$ cat src/rtl/bba_first_free.sv
// ----------------------------------------------------------------------------
// bba_first_free
// Finds the lowest free block in one map word, block 0 in the top bit.
// ----------------------------------------------------------------------------
module bba_first_free #(
  parameter int MAP_WORD_BITS = 64
) (
  input  logic [MAP_WORD_BITS-1:0]         word,
  output logic                             found,
  output logic [$clog2(MAP_WORD_BITS)-1:0] idx
);

  localparam int IW = $clog2(MAP_WORD_BITS);

  logic [MAP_WORD_BITS-1:0] free_rev;
  logic [MAP_WORD_BITS-1:0] lowest;

  // free_rev[k] is set when block k of the word is free
  always_comb begin
    for (int k = 0; k < MAP_WORD_BITS; k++) begin
      free_rev[k] = ~word[MAP_WORD_BITS-1-k];
    end
  end

  // isolate the lowest set bit
  assign lowest = free_rev & (~free_rev + {{(MAP_WORD_BITS-1){1'b0}}, 1'b1});
  assign found  = |free_rev;

  always_comb begin
    idx = '0;
    for (int k = 0; k < MAP_WORD_BITS; k++) begin
      if (lowest[k]) begin
        idx = idx | IW'(k);
      end
    end
  end

endmodule

$ cat config.mk
export PLATFORM = sky130hd
export DESIGN_NAME = bba_first_free
export DESIGN_NICKNAME = d
export VERILOG_FILES = /design/src/rtl/bba_first_free.sv
export SDC_FILE = /design/constraint.sdc
export NUM_CORES = 1
export LEC_CHECK = 0
export ABC_AREA = 1
export BUFFER_PORTS_ARGS = -buffer_cell sky130_fd_sc_hd__buf_4
export CAP_MARGIN = 15
export CORE_ASPECT_RATIO = 0.75
export CORE_MARGIN = 5
export CORE_UTILIZATION = 58
export DETAILED_ROUTE_END_ITERATION = 10
export PLACE_DENSITY_LB_ADDON = 0.3
export SLEW_MARGIN = 0
export SYNTH_ARGS = -nofsm -noshare
export SYNTH_HDL_FRONTEND = slang
export SYNTH_SLANG_ARGS = --single-unit
$ cat constraint.sdc
create_clock -name vclk -period 3.1
set_input_delay 0.31 -clock vclk [all_inputs]
set_output_delay 0.31 -clock vclk [all_outputs]
set_load 0.02 [all_outputs]
* After elaboration in Yosys (flattened, before gate mapping)
Cells that the tools add are included.
Storage, ports and cells: flip-flop bits (word level) 0, logic and storage cells 131
Cells by class: add/sub/neg operators 1, mux-type cells 63, bitwise operators 66, reduce and logical (&&, ||, !) cells 1
Operator list (number):
- $mux 6 | 32
- $mux 5 | 16
- $add 64x1->64 const B | 1
- $and 64x64->64 | 1
- $not 1->1 | 64
- $not 64->64 | 1
- $reduce_or 64->1 | 1
- $mux 4 | 8
- $mux 3 | 4
- $mux 2 | 2
- $mux 1 | 1

* Logic depth before layout (Yosys ltp)
Gate-level depths: netlist (run 1).
word-level depth 67, depth in mapped cells 13, gate-level depth less buffers 12

* Least setup slack after synthesis (run 1)
No wires, ideal clock.
path type input port to output port, from in word[61], to out idx[0], data arrival time 1.509 ns, required time 2.790 ns, path slack 1.281 ns, stages on the path 10, path buffers 0, cell sequence nand2_1 -> nor2_8 -> nand2_2 -> nor2_4 -> nand2_4 -> nor2_4 -> nand3_2 -> nand2_1 -> and3b_1 -> nand2_1
On the way: longest elaborated chain between the ends 65
RTL lines:
- start, declared | RTL line 8 | input logic [MAP_WORD_BITS-1:0] word,
- $not 1->1 (*) | RTL line 21 | free_rev[k] = ~word[MAP_WORD_BITS-1-k];
- $not 64->64 (*) | RTL line 26 | assign lowest = free_rev & (~free_rev + {{(MAP_WORD_BITS-1){1'b0}}, 1'b1});
- $add 64x1->64 (*) | RTL line 26
- $and 64x64->64 (*) | RTL line 26
- $mux 2 | RTL line 32 | if (lowest[k]) begin
- $mux 3 (4 in series) | RTL line 32
- $mux 4 (8 in series) | RTL line 32
- $mux 5 (16 in series) | RTL line 32
- $mux 6 (31 in series) | RTL line 32
- $mux 6 (*) | RTL line 32
- end, declared | RTL line 10 | output logic [$clog2(MAP_WORD_BITS)-1:0] idx
Every way passes the cells marked *; elsewhere a longest branch is shown, timed or not.

* Final worst setup path (run 1)
Ends and elaborated chain as after synthesis.

==> results_tabular.tex, run 1 <==
\begin{tabular}{lr}
\hline
Metric & Value \\
\hline
\multicolumn{2}{l}{\textbf{Critical path}} \\
\quad Largest delay contributor family on the critical path & simple AND/OR/NAND/NOR gates \\
\quad Worst Path Arrival & 2.19 ns \\
\quad Category of the critical setup timing path & input port to output pin \\
\quad Cell seen most often among critical-path stages & sky130\_fd\_sc\_hd\_\_nand2\_1 \\
\quad Maximum fanout along the worst path & 12 \\
\quad Standard cell with the maximum stage delay on the critical path & sky130\_fd\_sc\_hd\_\_nor2\_2 \\
\quad Data required time of the worst path & 2.79 ns \\
\quad Worst path buffer plus inverter count & 2 \\
\quad Delay contributed by the slowest stage of the critical path & 0.43 ns \\
\quad Worst setup EP type & output pin \\
\quad Category of the worst setup path launch point & input port \\
\quad Cell-by-cell listing of the critical path & buf\_4, nand2\_1, nor2\_8, nand2\_1, nor2\_2, nand2\_1, nor2\_1, nand2\_1, nand2\_1, nor2\_1, nand3\_1, nor2\_1, nand2\_1, buf\_4 \\
\multicolumn{2}{l}{\textbf{Run status}} \\
\quad Run status & complete, no violations \\
\multicolumn{2}{l}{\textbf{Routing}} \\
\quad Residual DRC count & 0 \\
\quad Starting DRT DRC Count & 597 \\
\quad Highest metal layer with signal wires & met4 \\
\quad Detailed route wirelength on metal2 & 3.85 mm \\
\quad WL per Instance & 15.1 um \\
\quad Iteration count of the initial detailed-routing pass & 7 \\
\quad Amount of wire on met3 after detailed routing & 1.94 mm \\
\quad Residual antenna-violating net count after detailed routing & 0 \\
\quad Via count & 3881 \\
\quad Total wire length & 10.1 mm \\
\quad Vias per cell & 5.84 \\
\quad Sum of routed wire segments on met1 & 4.07 mm \\
\multicolumn{2}{l}{\textbf{Floorplan}} \\
\quad Standard-cell row count & 20 \\
\quad Initial core utilization & 59.8\% \\
\quad Overall die area & 0.00555 mm2 \\
\quad Die extent in x & 84.4 um \\
\quad Placeable core region & 0.00403 mm2 \\
\quad Total I/O pin count & 71 \\
\quad Die extent in y & 65.8 um \\
\multicolumn{2}{l}{\textbf{Logic synthesis}} \\
\quad Most used standard cell by instance count after synthesis & sky130\_fd\_sc\_hd\_\_nand2\_1 \\
\quad Share of the synthesized area in the top cell type & 27.8\% \\
\quad Syn Std Cell Area & 0.00241 mm2 \\
\quad Gate count after technology mapping & 540 \\
\quad Mean Syn Cell Area & 4.46 um2 \\
\quad Yosys warnings & 0 \\
\quad Leading cell types by total area after synthesis & sky130\_fd\_sc\_hd\_\_nand2\_1 (28\%), sky130\_fd\_sc\_hd\_\_nor2\_1 (18\%), sky130\_fd\_sc\_hd\_\_inv\_1 (13\%) \\
\quad Cell types with the highest counts after synthesis & sky130\_fd\_sc\_hd\_\_nand2\_1 (178), sky130\_fd\_sc\_hd\_\_nor2\_1 (117), sky130\_fd\_sc\_hd\_\_inv\_1 (84) \\
\quad Cell type with the largest total area after synthesis & sky130\_fd\_sc\_hd\_\_nand2\_1 \\
\quad Net count of the mapped netlist & 604 \\
\quad Share of the yosys chip area belonging to registers & 0\% \\
\quad Synth cell types & 26 \\
\multicolumn{2}{l}{\textbf{STA}} \\
\quad Worst max-slew margin expressed relative to the limit & 57.5\% \\
\quad Final number of setup-violating endpoints & 0 \\
\quad Setup repair after global routing missed its margin & false \\
\quad Tightest Pin Transition & 0.632 ns \\
\quad Final-report max-slew violation count & 0 \\
\quad Final hold vios & 0 \\
\quad Max Clock Freq & 400 MHz \\
\quad Share of the clock period used by the worst path & 80.6\% \\
\quad Final min period & 2.50 ns \\
\quad Final sum of negative setup slack & 0 ns \\
\multicolumn{2}{l}{\textbf{Global routing}} \\
\quad GRT overflow & 0 \\
\quad Maximum number of pins on one net before global-route repair & 13 \\
\quad GR Util All Layers & 34.3\% \\
\quad Antenna violations before repair & 0 \\
\quad Number of global-route vias before repair & 3221 \\
\quad Global-route wire length before repair & 15.4 mm \\
\multicolumn{2}{l}{\textbf{Pwr}} \\
\quad Proportion of total power due to net switching & 58.9\% \\
\quad IR Drop Worst-Case VDD & 50.2 uV \\
\quad Clock share of power & 0\% \\
\quad Power per cell area & 65.5 mW/mm2 \\
\quad Lkg Pwr & 1.68 nW \\
\quad Power share of the sequential group & 0\% \\
\quad Cell-internal power & 80.8 uW \\
\quad Combinational Power Share & 100.0\% \\
\quad Total net switching power & 116 uW \\
\multicolumn{2}{l}{\textbf{Layout}} \\
\quad Share of cells above drive strength 1 & 16.7\% \\
\quad Storage element area & 0 um2 \\
\quad Seq\_cells & 0 \\
\quad Final core occ & 74.5\% \\
\quad Final-layout clock buffer total & 0 \\
\quad Layout Cell Area excl Fill & 0.00300 mm2 \\
\quad Nets & 676 \\
\quad Area delta synth->final & 24.7\% \\
\quad Antenna Cells & 0 \\
\multicolumn{2}{l}{\textbf{Flow run}} \\
\quad Maxcap violations & 0 \\
\multicolumn{2}{l}{\textbf{Placed design}} \\
\quad HPWL reported at the end of detailed placement & 8.80 mm \\
\quad Post-DP Area & 0.00300 mm2 \\
\quad Number of input and output port buffers inserted & 71 \\
\quad Final weighted congestion of routability-driven global placement & 1.20 \\
\multicolumn{2}{l}{\textbf{Clocking}} \\
\quad Number of buffers inserted by post-CTS setup repair & 0 \\
\quad Post-CTS Resized & 0 \\
\quad Count of hold-fix buffers inserted at cts & 0 \\
\multicolumn{2}{l}{\textbf{Min path}} \\
\quad Worst min path class & input port to output pin \\
\hline
\end{tabular}
area by class of cell:
class                           instances  area [um2]
Timing Repair Buffer                   71         533
Fill cell                             397        1030
Inverter                               85         319
Tap cell                               55        68.8
Multi-Input combinational cell        454        2080
per-stage QoR:
stage	setup WS [ns]	cells	total power [mW]	hold slack, ns
2_1_floorplan	1.28	540	0.0754	0.901
3_3_place_gp	0.815	665	0.185	1.09
3_5_place_dp	0.710	665	0.188	1.10
4_1_cts	0.702	665	0.189	1.10
5_1_grt	0.403	665	0.212	1.14
6_report	0.600	665	0.197	1.13
power groups by stage:
stage | registers (mW) | clock network [mW] | logic, mW
after floorplan | 0 | 0 | 0.0754
after global placement | 0 | 0 | 0.185
after detailed placement | 0 | 0 | 0.188
after CTS | 0 | 0 | 0.189
after global routing | 0 | 0 | 0.212
final | 0 | 0 | 0.197
metal layers:
metal | up-vias | global-route usage [%]
met3 | 40 | 13.8
met5 | - | 0
met2 | 315 | 47.9
li1 | 1860 | -
met4 | 0 | 4.55
met1 | 1666 | 49.8
worst paths after layout:
check	depth (start not counted)	slack, ns	start	endpoint
worst max-delay path	14	0.60	word[61]	idx[0]
worst min-delay path	5	1.13	word[0]	found
cells by family (layout without fill, tap and decap cells):
| logic type | count (synthesis) | count (layout) | synth area share, % |
|---|---|---|---|
| compound gates | 7 | 7 | 1.77 |
| buf+inv | 86 | 156 | 13.6 |
| simple gates | 447 | 447 | 84.7 |
layout by cell type, fill, tap and decap left out, types with 2 or more instances in the layout:
cell type,netlist,layout
sky130_fd_sc_hd__o211ai_1,2,2
sky130_fd_sc_hd__nor2_2,8,8
sky130_fd_sc_hd__nand3b_1,8,8
sky130_fd_sc_hd__nand2_4,3,3
sky130_fd_sc_hd__nor3_1,25,25
sky130_fd_sc_hd__nand4_1,25,25
sky130_fd_sc_hd__nor4_1,2,2
sky130_fd_sc_hd__inv_1,84,84
sky130_fd_sc_hd__nand2_1,178,178
sky130_fd_sc_hd__or2_2,6,6
sky130_fd_sc_hd__o21ai_0,3,3
sky130_fd_sc_hd__nor2_4,4,4
sky130_fd_sc_hd__nand2_2,4,4
sky130_fd_sc_hd__nand3_1,58,58
sky130_fd_sc_hd__buf_4,1,71
sky130_fd_sc_hd__nand3_2,3,3
sky130_fd_sc_hd__nor2_1,117,117
No activity file was read; power rests on OpenSTA's default activity.
==> run 2, diff against run 1 <==
--- a/config.mk
+++ b/config.mk
@@ -10,7 +10,7 @@
 export CAP_MARGIN = 15
 export CORE_ASPECT_RATIO = 0.75
 export CORE_MARGIN = 5
-export CORE_UTILIZATION = 58
+export CORE_UTILIZATION = 56
 export DETAILED_ROUTE_END_ITERATION = 10
 export PLACE_DENSITY_LB_ADDON = 0.3
 export SLEW_MARGIN = 0
==> constraint.sdc (replaced) <==
create_clock -name vclk -period 2.45
set_input_delay 0.245 -clock vclk [all_inputs]
set_output_delay 0.245 -clock vclk [all_outputs]
set_load 0.02 [all_outputs]
==> run 2 against run 1 <==
- non-clock buffer count rose by 1
- combinational power rose by 27%
- core utilization fell by 1.1 points
- worst setup slack got worse by 0.42 ns
- critical endpoint is now idx[4]
==> results_tabular.tex, run 2 (synthesis results as in run 1) <==
\begin{tabular}{lr}
\hline
Metric & Value \\
\hline
\multicolumn{2}{l}{\textbf{Routing}} \\
\quad Vias per cell & 5.76 (-1.3\%) \\
\quad WL per Instance & 15.1 um (about the same) \\
\quad Highest metal layer with signal wires & met4 \\
\quad Amount of wire on met3 after detailed routing & 1.83 mm (-5.4\%) \\
\quad Iteration count of the initial detailed-routing pass & 6 (-1) \\
\quad Total wire length & 10.1 mm (+0.18\%) \\
\quad Sum of routed wire segments on met1 & 4.25 mm (+4.3\%) \\
\quad Starting DRT DRC Count & 590 (-1.2\%) \\
\quad Via count & 3838 (-1.1\%) \\
\quad Residual DRC count & 0 (unchanged) \\
\quad Residual antenna-violating net count after detailed routing & 0 (unchanged) \\
\quad Detailed route wirelength on metal2 & 3.88 mm (+0.73\%) \\
\multicolumn{2}{l}{\textbf{Layout}} \\
\quad Final instance count without filler cells & 666 (+0.15\%) \\
\quad Most used cells in the layout excluding fill and tap cells & sky130\_fd\_sc\_hd\_\_nand2\_1 (178), sky130\_fd\_sc\_hd\_\_nor2\_1 (117), sky130\_fd\_sc\_hd\_\_inv\_1 (84) \\
\quad Seq\_cells & 0 (unchanged) \\
\quad Most common library cell in the layout ignoring fill and taps & sky130\_fd\_sc\_hd\_\_nand2\_1 \\
\quad Antenna Cells & 0 (unchanged) \\
\quad Area delta synth->final & 25.2\% \\
\quad Storage element area & 0 um2 (unchanged) \\
\quad Layout Cell Area excl Fill & 0.00301 mm2 (+0.42\%) \\
\quad Share of cells above drive strength 1 & 16.9\% (+0.14 points) \\
\quad Final-layout clock buffer total & 0 (unchanged) \\
\quad Nets & 677 (+0.15\%) \\
\multicolumn{2}{l}{\textbf{Placed design}} \\
\quad Number of input and output port buffers inserted & 71 (unchanged) \\
\quad Post-DP Area & 0.00301 mm2 (+0.25\%) \\
\quad Final weighted congestion of routability-driven global placement & 1.07 (-10\%) \\
\quad Placed Cells & 666 (+0.15\%) \\
\quad HPWL reported at the end of detailed placement & 8.77 mm (-0.30\%) \\
\multicolumn{2}{l}{\textbf{Global routing}} \\
\quad Antenna violations before repair & 0 (unchanged) \\
\quad GR Util All Layers & 34.0\% (-0.29 points) \\
\quad Number of global-route vias before repair & 3294 (+2.3\%) \\
\quad Global-route wire length before repair & 15.5 mm (+0.85\%) \\
\quad GRT overflow & 0 (unchanged) \\
\quad Maximum number of pins on one net before global-route repair & 13 (unchanged) \\
\multicolumn{2}{l}{\textbf{Floorplan}} \\
\quad Die extent in x & 85.7 um (+1.6\%) \\
\quad Overall die area & 0.00572 mm2 (+3.1\%) \\
\quad Placeable core region & 0.00410 mm2 (+1.9\%) \\
\quad Standard-cell row count & 20 (unchanged) \\
\quad Initial core utilization & 58.7\% (-1.1 points) \\
\quad Die extent in y & 66.8 um (+1.5\%) \\
\quad Total I/O pin count & 71 (unchanged) \\
\multicolumn{2}{l}{\textbf{Pwr}} \\
\quad Combinational Power Share & 100.0\% (about the same) \\
\quad Total net switching power & 148 uW (+28\%) \\
\quad Power share of the sequential group & 0\% (unchanged) \\
\quad Proportion of total power due to net switching & 59.0\% (+0.075 points) \\
\quad IR Drop Worst-Case VDD & 64.1 uV (+27\%) \\
\quad Cell-internal power & 103 uW (+27\%) \\
\quad Clock share of power & 0\% (unchanged) \\
\quad Power per cell area & 83.1 mW/mm2 (+27\%) \\
\quad Lkg Pwr & 1.69 nW (+0.33\%) \\
\quad Overall power & 250 uW (+27\%) \\
\multicolumn{2}{l}{\textbf{Critical path}} \\
\quad Data required time of the worst path & 2.20 ns (-0.59 ns) \\
\quad Standard cell with the maximum stage delay on the critical path & sky130\_fd\_sc\_hd\_\_nor2\_1 \\
\quad Cell-by-cell listing of the critical path & buf\_4, nand2\_1, nor2\_8, nand2\_2, nor2\_1, nand2\_1, nor2\_1, nand2\_1, nand2\_1, nor2\_1, nand2\_1, nor2\_1, nand3\_1, buf\_4 \\
\quad Worst Path Arrival & 2.03 ns (-0.16 ns) \\
\quad Worst setup EP type & output pin \\
\quad Cell seen most often among critical-path stages & sky130\_fd\_sc\_hd\_\_nand2\_1 \\
\quad Category of the worst setup path launch point & input port \\
\quad Worst path buffer plus inverter count & 2 (unchanged) \\
\quad Category of the critical setup timing path & input port to output pin \\
\quad Maximum fanout along the worst path & 9 (-3) \\
\quad Delay contributed by the slowest stage of the critical path & 0.30 ns (-0.13 ns) \\
\quad Largest delay contributor family on the critical path & simple AND/OR/NAND/NOR gates \\
\multicolumn{2}{l}{\textbf{STA}} \\
\quad Setup repair after global routing missed its margin & false \\
\quad Final sum of negative setup slack & 0 ns (unchanged) \\
\quad Max Clock Freq & 440 MHz \\
\quad Final number of setup-violating endpoints & 0 (unchanged) \\
\quad Worst max-slew margin expressed relative to the limit & 71.5\% (+14 points) \\
\quad Final min period & 2.27 ns \\
\quad Final hold vios & 0 (unchanged) \\
\quad Final-report max-slew violation count & 0 (unchanged) \\
\quad Min Hold Slack & 0.991 ns (-0.138 ns) \\
\quad Share of the clock period used by the worst path & 92.7\% \\
\quad Tightest Pin Transition & 0.424 ns (-0.208 ns) \\
\multicolumn{2}{l}{\textbf{Run status}} \\
\quad Run status & complete, no violations \\
\multicolumn{2}{l}{\textbf{Clocking}} \\
\quad Number of buffers inserted by post-CTS setup repair & 0 (unchanged) \\
\quad Count of hold-fix buffers inserted at cts & 0 (unchanged) \\
\quad Post-CTS Resized & 0 (unchanged) \\
\multicolumn{2}{l}{\textbf{Min path}} \\
\quad Worst min path class & input port to output pin \\
\multicolumn{2}{l}{\textbf{Flow run}} \\
\quad Maxcap violations & 0 (unchanged) \\
\hline
\end{tabular}
==> run 2: worst min-delay path: stages <==
cell and delay [ns]:
sky130_fd_sc_hd__buf_4 0.12, sky130_fd_sc_hd__nand3_1 0.09, sky130_fd_sc_hd__nor4_1 0.06, sky130_fd_sc_hd__nand3b_1 0.08
sky130_fd_sc_hd__buf_4 0.14
==> run 2: power groups by stage <==
stage	Clock (mW)	Combinational, mW	Sequential [mW]
4_1_cts	0	0.240	0
2_1_floorplan	0	0.0955	0
3_3_place_gp	0	0.236	0
5_1_grt	0	0.270	0
6_report	0	0.250	0
3_5_place_dp	0	0.239	0
==> run 2: cell type report <==
cell class                      instances  area, um2
Fill cell                             399       1090
Timing Repair Buffer                   72        541
Inverter                               85        319
Tap cell                               55       68.8
Multi-Input combinational cell        454       2090
==> run 2: final timing paths <==
kind | from | end | cells past startpoint
worst max-delay path | word[61] | idx[4] | 14
worst min-delay path | word[12] | found | 5
==> run 2: routing by layer <==
layer / vias up / GRT usage [%]
li1: 1854 / -
met1: 1657 / 51.1
met2: 307 / 47.2
met3: 20 / 11.5
met4: 0 / 3.36
met5: - / 0
==> run 2: per-stage QoR <==
| stage | utilization (%) | setup WS (ns) |
|---|---|---|
| final | 73.4 | 0.179 |
| after global routing | 73.4 | 0.0759 |
| after CTS | 73.3 | 0.226 |
| after detailed placement | 73.3 | 0.210 |
| after global placement | 73.3 | 0.315 |
| after floorplan | - | 0.761 |
==> run 3, diff against run 2 <==
--- a/config.mk
+++ b/config.mk
@@ -12,7 +12,7 @@
 export CORE_MARGIN = 5
 export CORE_UTILIZATION = 56
 export DETAILED_ROUTE_END_ITERATION = 10
-export PLACE_DENSITY_LB_ADDON = 0.3
+export PLACE_DENSITY = 0.86
 export SLEW_MARGIN = 0
 export SYNTH_ARGS = -nofsm -noshare
 export SYNTH_HDL_FRONTEND = slang
==> run 3 against run 2 <==
- critical path depth unchanged
- critical path type unchanged
- global-route usage increased by 1.8 points
- via count increased by 2.6%
- highest routed layer is now met5
- power increased by 0.61%
- critical endpoint unchanged
==> results_tabular.tex, run 3 (synthesis results as in run 1) <==
\begin{tabular}{lr}
\hline
Metric & Value \\
\hline
\multicolumn{2}{l}{\textbf{Run status}} \\
\quad Run status & complete, no violations \\
\multicolumn{2}{l}{\textbf{Routing}} \\
\quad Starting DRT DRC Count & 499 (-15\%) \\
\quad Iteration count of the initial detailed-routing pass & 6 (unchanged) \\
\quad WL per Instance & 15.7 um (+3.6\%) \\
\quad Via count & 3936 (+2.6\%) \\
\quad Vias per cell & 5.90 (+2.4\%) \\
\quad Total wire length & 10.5 mm (+3.7\%) \\
\quad Residual antenna-violating net count after detailed routing & 0 (unchanged) \\
\quad Residual DRC count & 0 (unchanged) \\
\multicolumn{2}{l}{\textbf{Floorplan}} \\
\quad Placeable core region & 0.00410 mm2 (unchanged) \\
\quad Standard-cell row count & 20 (unchanged) \\
\quad Die extent in y & 66.8 um (unchanged) \\
\quad Overall die area & 0.00572 mm2 (unchanged) \\
\quad Total I/O pin count & 71 (unchanged) \\
\quad Initial core utilization & 58.7\% (unchanged) \\
\quad Die extent in x & 85.7 um (unchanged) \\
\multicolumn{2}{l}{\textbf{Placed design}} \\
\quad HPWL reported at the end of detailed placement & 9.15 mm (+4.3\%) \\
\quad Placed Cells & 667 (+0.15\%) \\
\quad Place WS & 0.311 ns (+0.101 ns) \\
\quad Final weighted congestion of routability-driven global placement & 1.13 (+5.3\%) \\
\quad Post-DP Area & 0.00302 mm2 (+0.25\%) \\
\quad Number of input and output port buffers inserted & 71 (unchanged) \\
\multicolumn{2}{l}{\textbf{Layout}} \\
\quad Final instance count without filler cells & 667 (+0.15\%) \\
\quad Storage element area & 0 um2 (unchanged) \\
\quad Most used cells in the layout excluding fill and tap cells & sky130\_fd\_sc\_hd\_\_nand2\_1 (178), sky130\_fd\_sc\_hd\_\_nor2\_1 (117), sky130\_fd\_sc\_hd\_\_inv\_1 (84) \\
\quad Share of cells above drive strength 1 & 17.0\% (+0.14 points) \\
\quad Most common library cell in the layout ignoring fill and taps & sky130\_fd\_sc\_hd\_\_nand2\_1 \\
\quad Nets & 678 (+0.15\%) \\
\quad Final-layout clock buffer total & 0 (unchanged) \\
\quad Layout Cell Area excl Fill & 0.00302 mm2 (about the same) \\
\quad Area delta synth->final & 25.3\% (about the same) \\
\quad Seq\_cells & 0 (unchanged) \\
\quad Antenna Cells & 0 (unchanged) \\
\quad Fill cell total of the finished layout & 391 (-2.0\%) \\
\multicolumn{2}{l}{\textbf{STA}} \\
\quad Min Hold Slack & 0.974 ns (-0.0168 ns) \\
\quad Final sum of negative setup slack & 0 ns (unchanged) \\
\quad Share of the clock period used by the worst path & 90.3\% (-2.4 points) \\
\quad Final setup slack of the worst path & 0.237 ns (+0.0579 ns) \\
\quad Setup repair after global routing missed its margin & false \\
\quad Final min period & 2.21 ns (-0.0579 ns) \\
\quad Final hold vios & 0 (unchanged) \\
\quad Max Clock Freq & 452 MHz (+2.6\%) \\
\quad Final number of setup-violating endpoints & 0 (unchanged) \\
\quad Worst max-slew margin expressed relative to the limit & 65.6\% (-5.9 points) \\
\quad Tightest Pin Transition & 0.512 ns (+0.0881 ns) \\
\quad Final-report max-slew violation count & 0 (unchanged) \\
\multicolumn{2}{l}{\textbf{Flow run}} \\
\quad Maxcap violations & 0 (unchanged) \\
\multicolumn{2}{l}{\textbf{Global routing}} \\
\quad GR Util All Layers & 35.8\% (+1.8 points) \\
\quad Number of global-route vias before repair & 3374 (+2.4\%) \\
\quad GRT overflow & 0 (unchanged) \\
\quad Global-route wire length before repair & 16.2 mm (+4.3\%) \\
\quad Antenna violations before repair & 0 (unchanged) \\
\quad Maximum number of pins on one net before global-route repair & 10 (-3) \\
\multicolumn{2}{l}{\textbf{Clocking}} \\
\quad Number of buffers inserted by post-CTS setup repair & 0 (unchanged) \\
\quad Count of hold-fix buffers inserted at cts & 0 (unchanged) \\
\quad Post-CTS Resized & 0 (unchanged) \\
\multicolumn{2}{l}{\textbf{Pwr}} \\
\quad Power per cell area & 83.5 mW/mm2 (+0.52\%) \\
\quad IR Drop Worst-Case VDD & 69.9 uV (+9.1\%) \\
\quad Lkg Pwr & 1.69 nW (+0.31\%) \\
\multicolumn{2}{l}{\textbf{Min path}} \\
\quad Worst min path class & input port to output pin \\
\multicolumn{2}{l}{\textbf{Critical path}} \\
\quad Data required time of the worst path & 2.20 ns (about the same) \\
\quad Category of the worst setup path launch point & input port \\
\quad Worst Path Arrival & 1.97 ns (-0.06 ns) \\
\quad Category of the critical setup timing path & input port to output pin \\
\quad Worst setup EP type & output pin \\
\quad Maximum fanout along the worst path & 4 (-5) \\
\hline
\end{tabular}
run 3: cell types whose count changed in the layout (fill, tap and decap cells not counted), sizes merged:
| cell | before | now |
|---|---|---|
| buf | 72 | 73 |
run 3: per-stage QoR:
step	total power [mW]	utilization (%)
finish	0.252	73.5
global placement	0.239	73.5
global route	0.271	73.5
floorplan	0.0955	-
CTS	0.242	73.5
detailed placement	0.241	73.5
run 3: layer usage:
layer  vias up  GRT usage [%]  routed length [um]
met5         -           6.06                  39
met4         2           3.95                 111
met3        14           18.0                2170
met2       347           48.6                3930
met1      1708           50.4                4200
li1       1865              -                   -
run 3: layout make-up:
class              instances  area, um2  area share (%)
multi-input cells        454       2080            69.0
well taps                 55       68.8            2.28
repair buffers            73        548            18.2
inverters                 85        319            10.6
run 3: worst max-delay path: stages:
cell and delay, ns:
sky130_fd_sc_hd__buf_4 0.10, sky130_fd_sc_hd__nand2_1 0.07, sky130_fd_sc_hd__nor2_1 0.34, sky130_fd_sc_hd__nand2_1 0.13, sky130_fd_sc_hd__nor2_1 0.18, sky130_fd_sc_hd__nand2_1 0.10
sky130_fd_sc_hd__nor2_1 0.17, sky130_fd_sc_hd__nand2_1 0.14, sky130_fd_sc_hd__nand2_1 0.11, sky130_fd_sc_hd__nor2_1 0.04, sky130_fd_sc_hd__nand2_1 0.07, sky130_fd_sc_hd__nor2_1 0.05
sky130_fd_sc_hd__nand3_1 0.08, sky130_fd_sc_hd__buf_4 0.14
run 3: path summary, 6_finish.rpt:
path / from / slack, ns / end / depth (start not counted)
min: word[12] / 0.97 / found / 5
max: word[40] / 0.24 / idx[4] / 14
run 3: report_power, final:
part / switching, mW / internal, mW / leakage, nW
logic: 0.149 / 0.103 / 1.69
clock network: 0 / 0 / 0
registers: 0 / 0 / 0
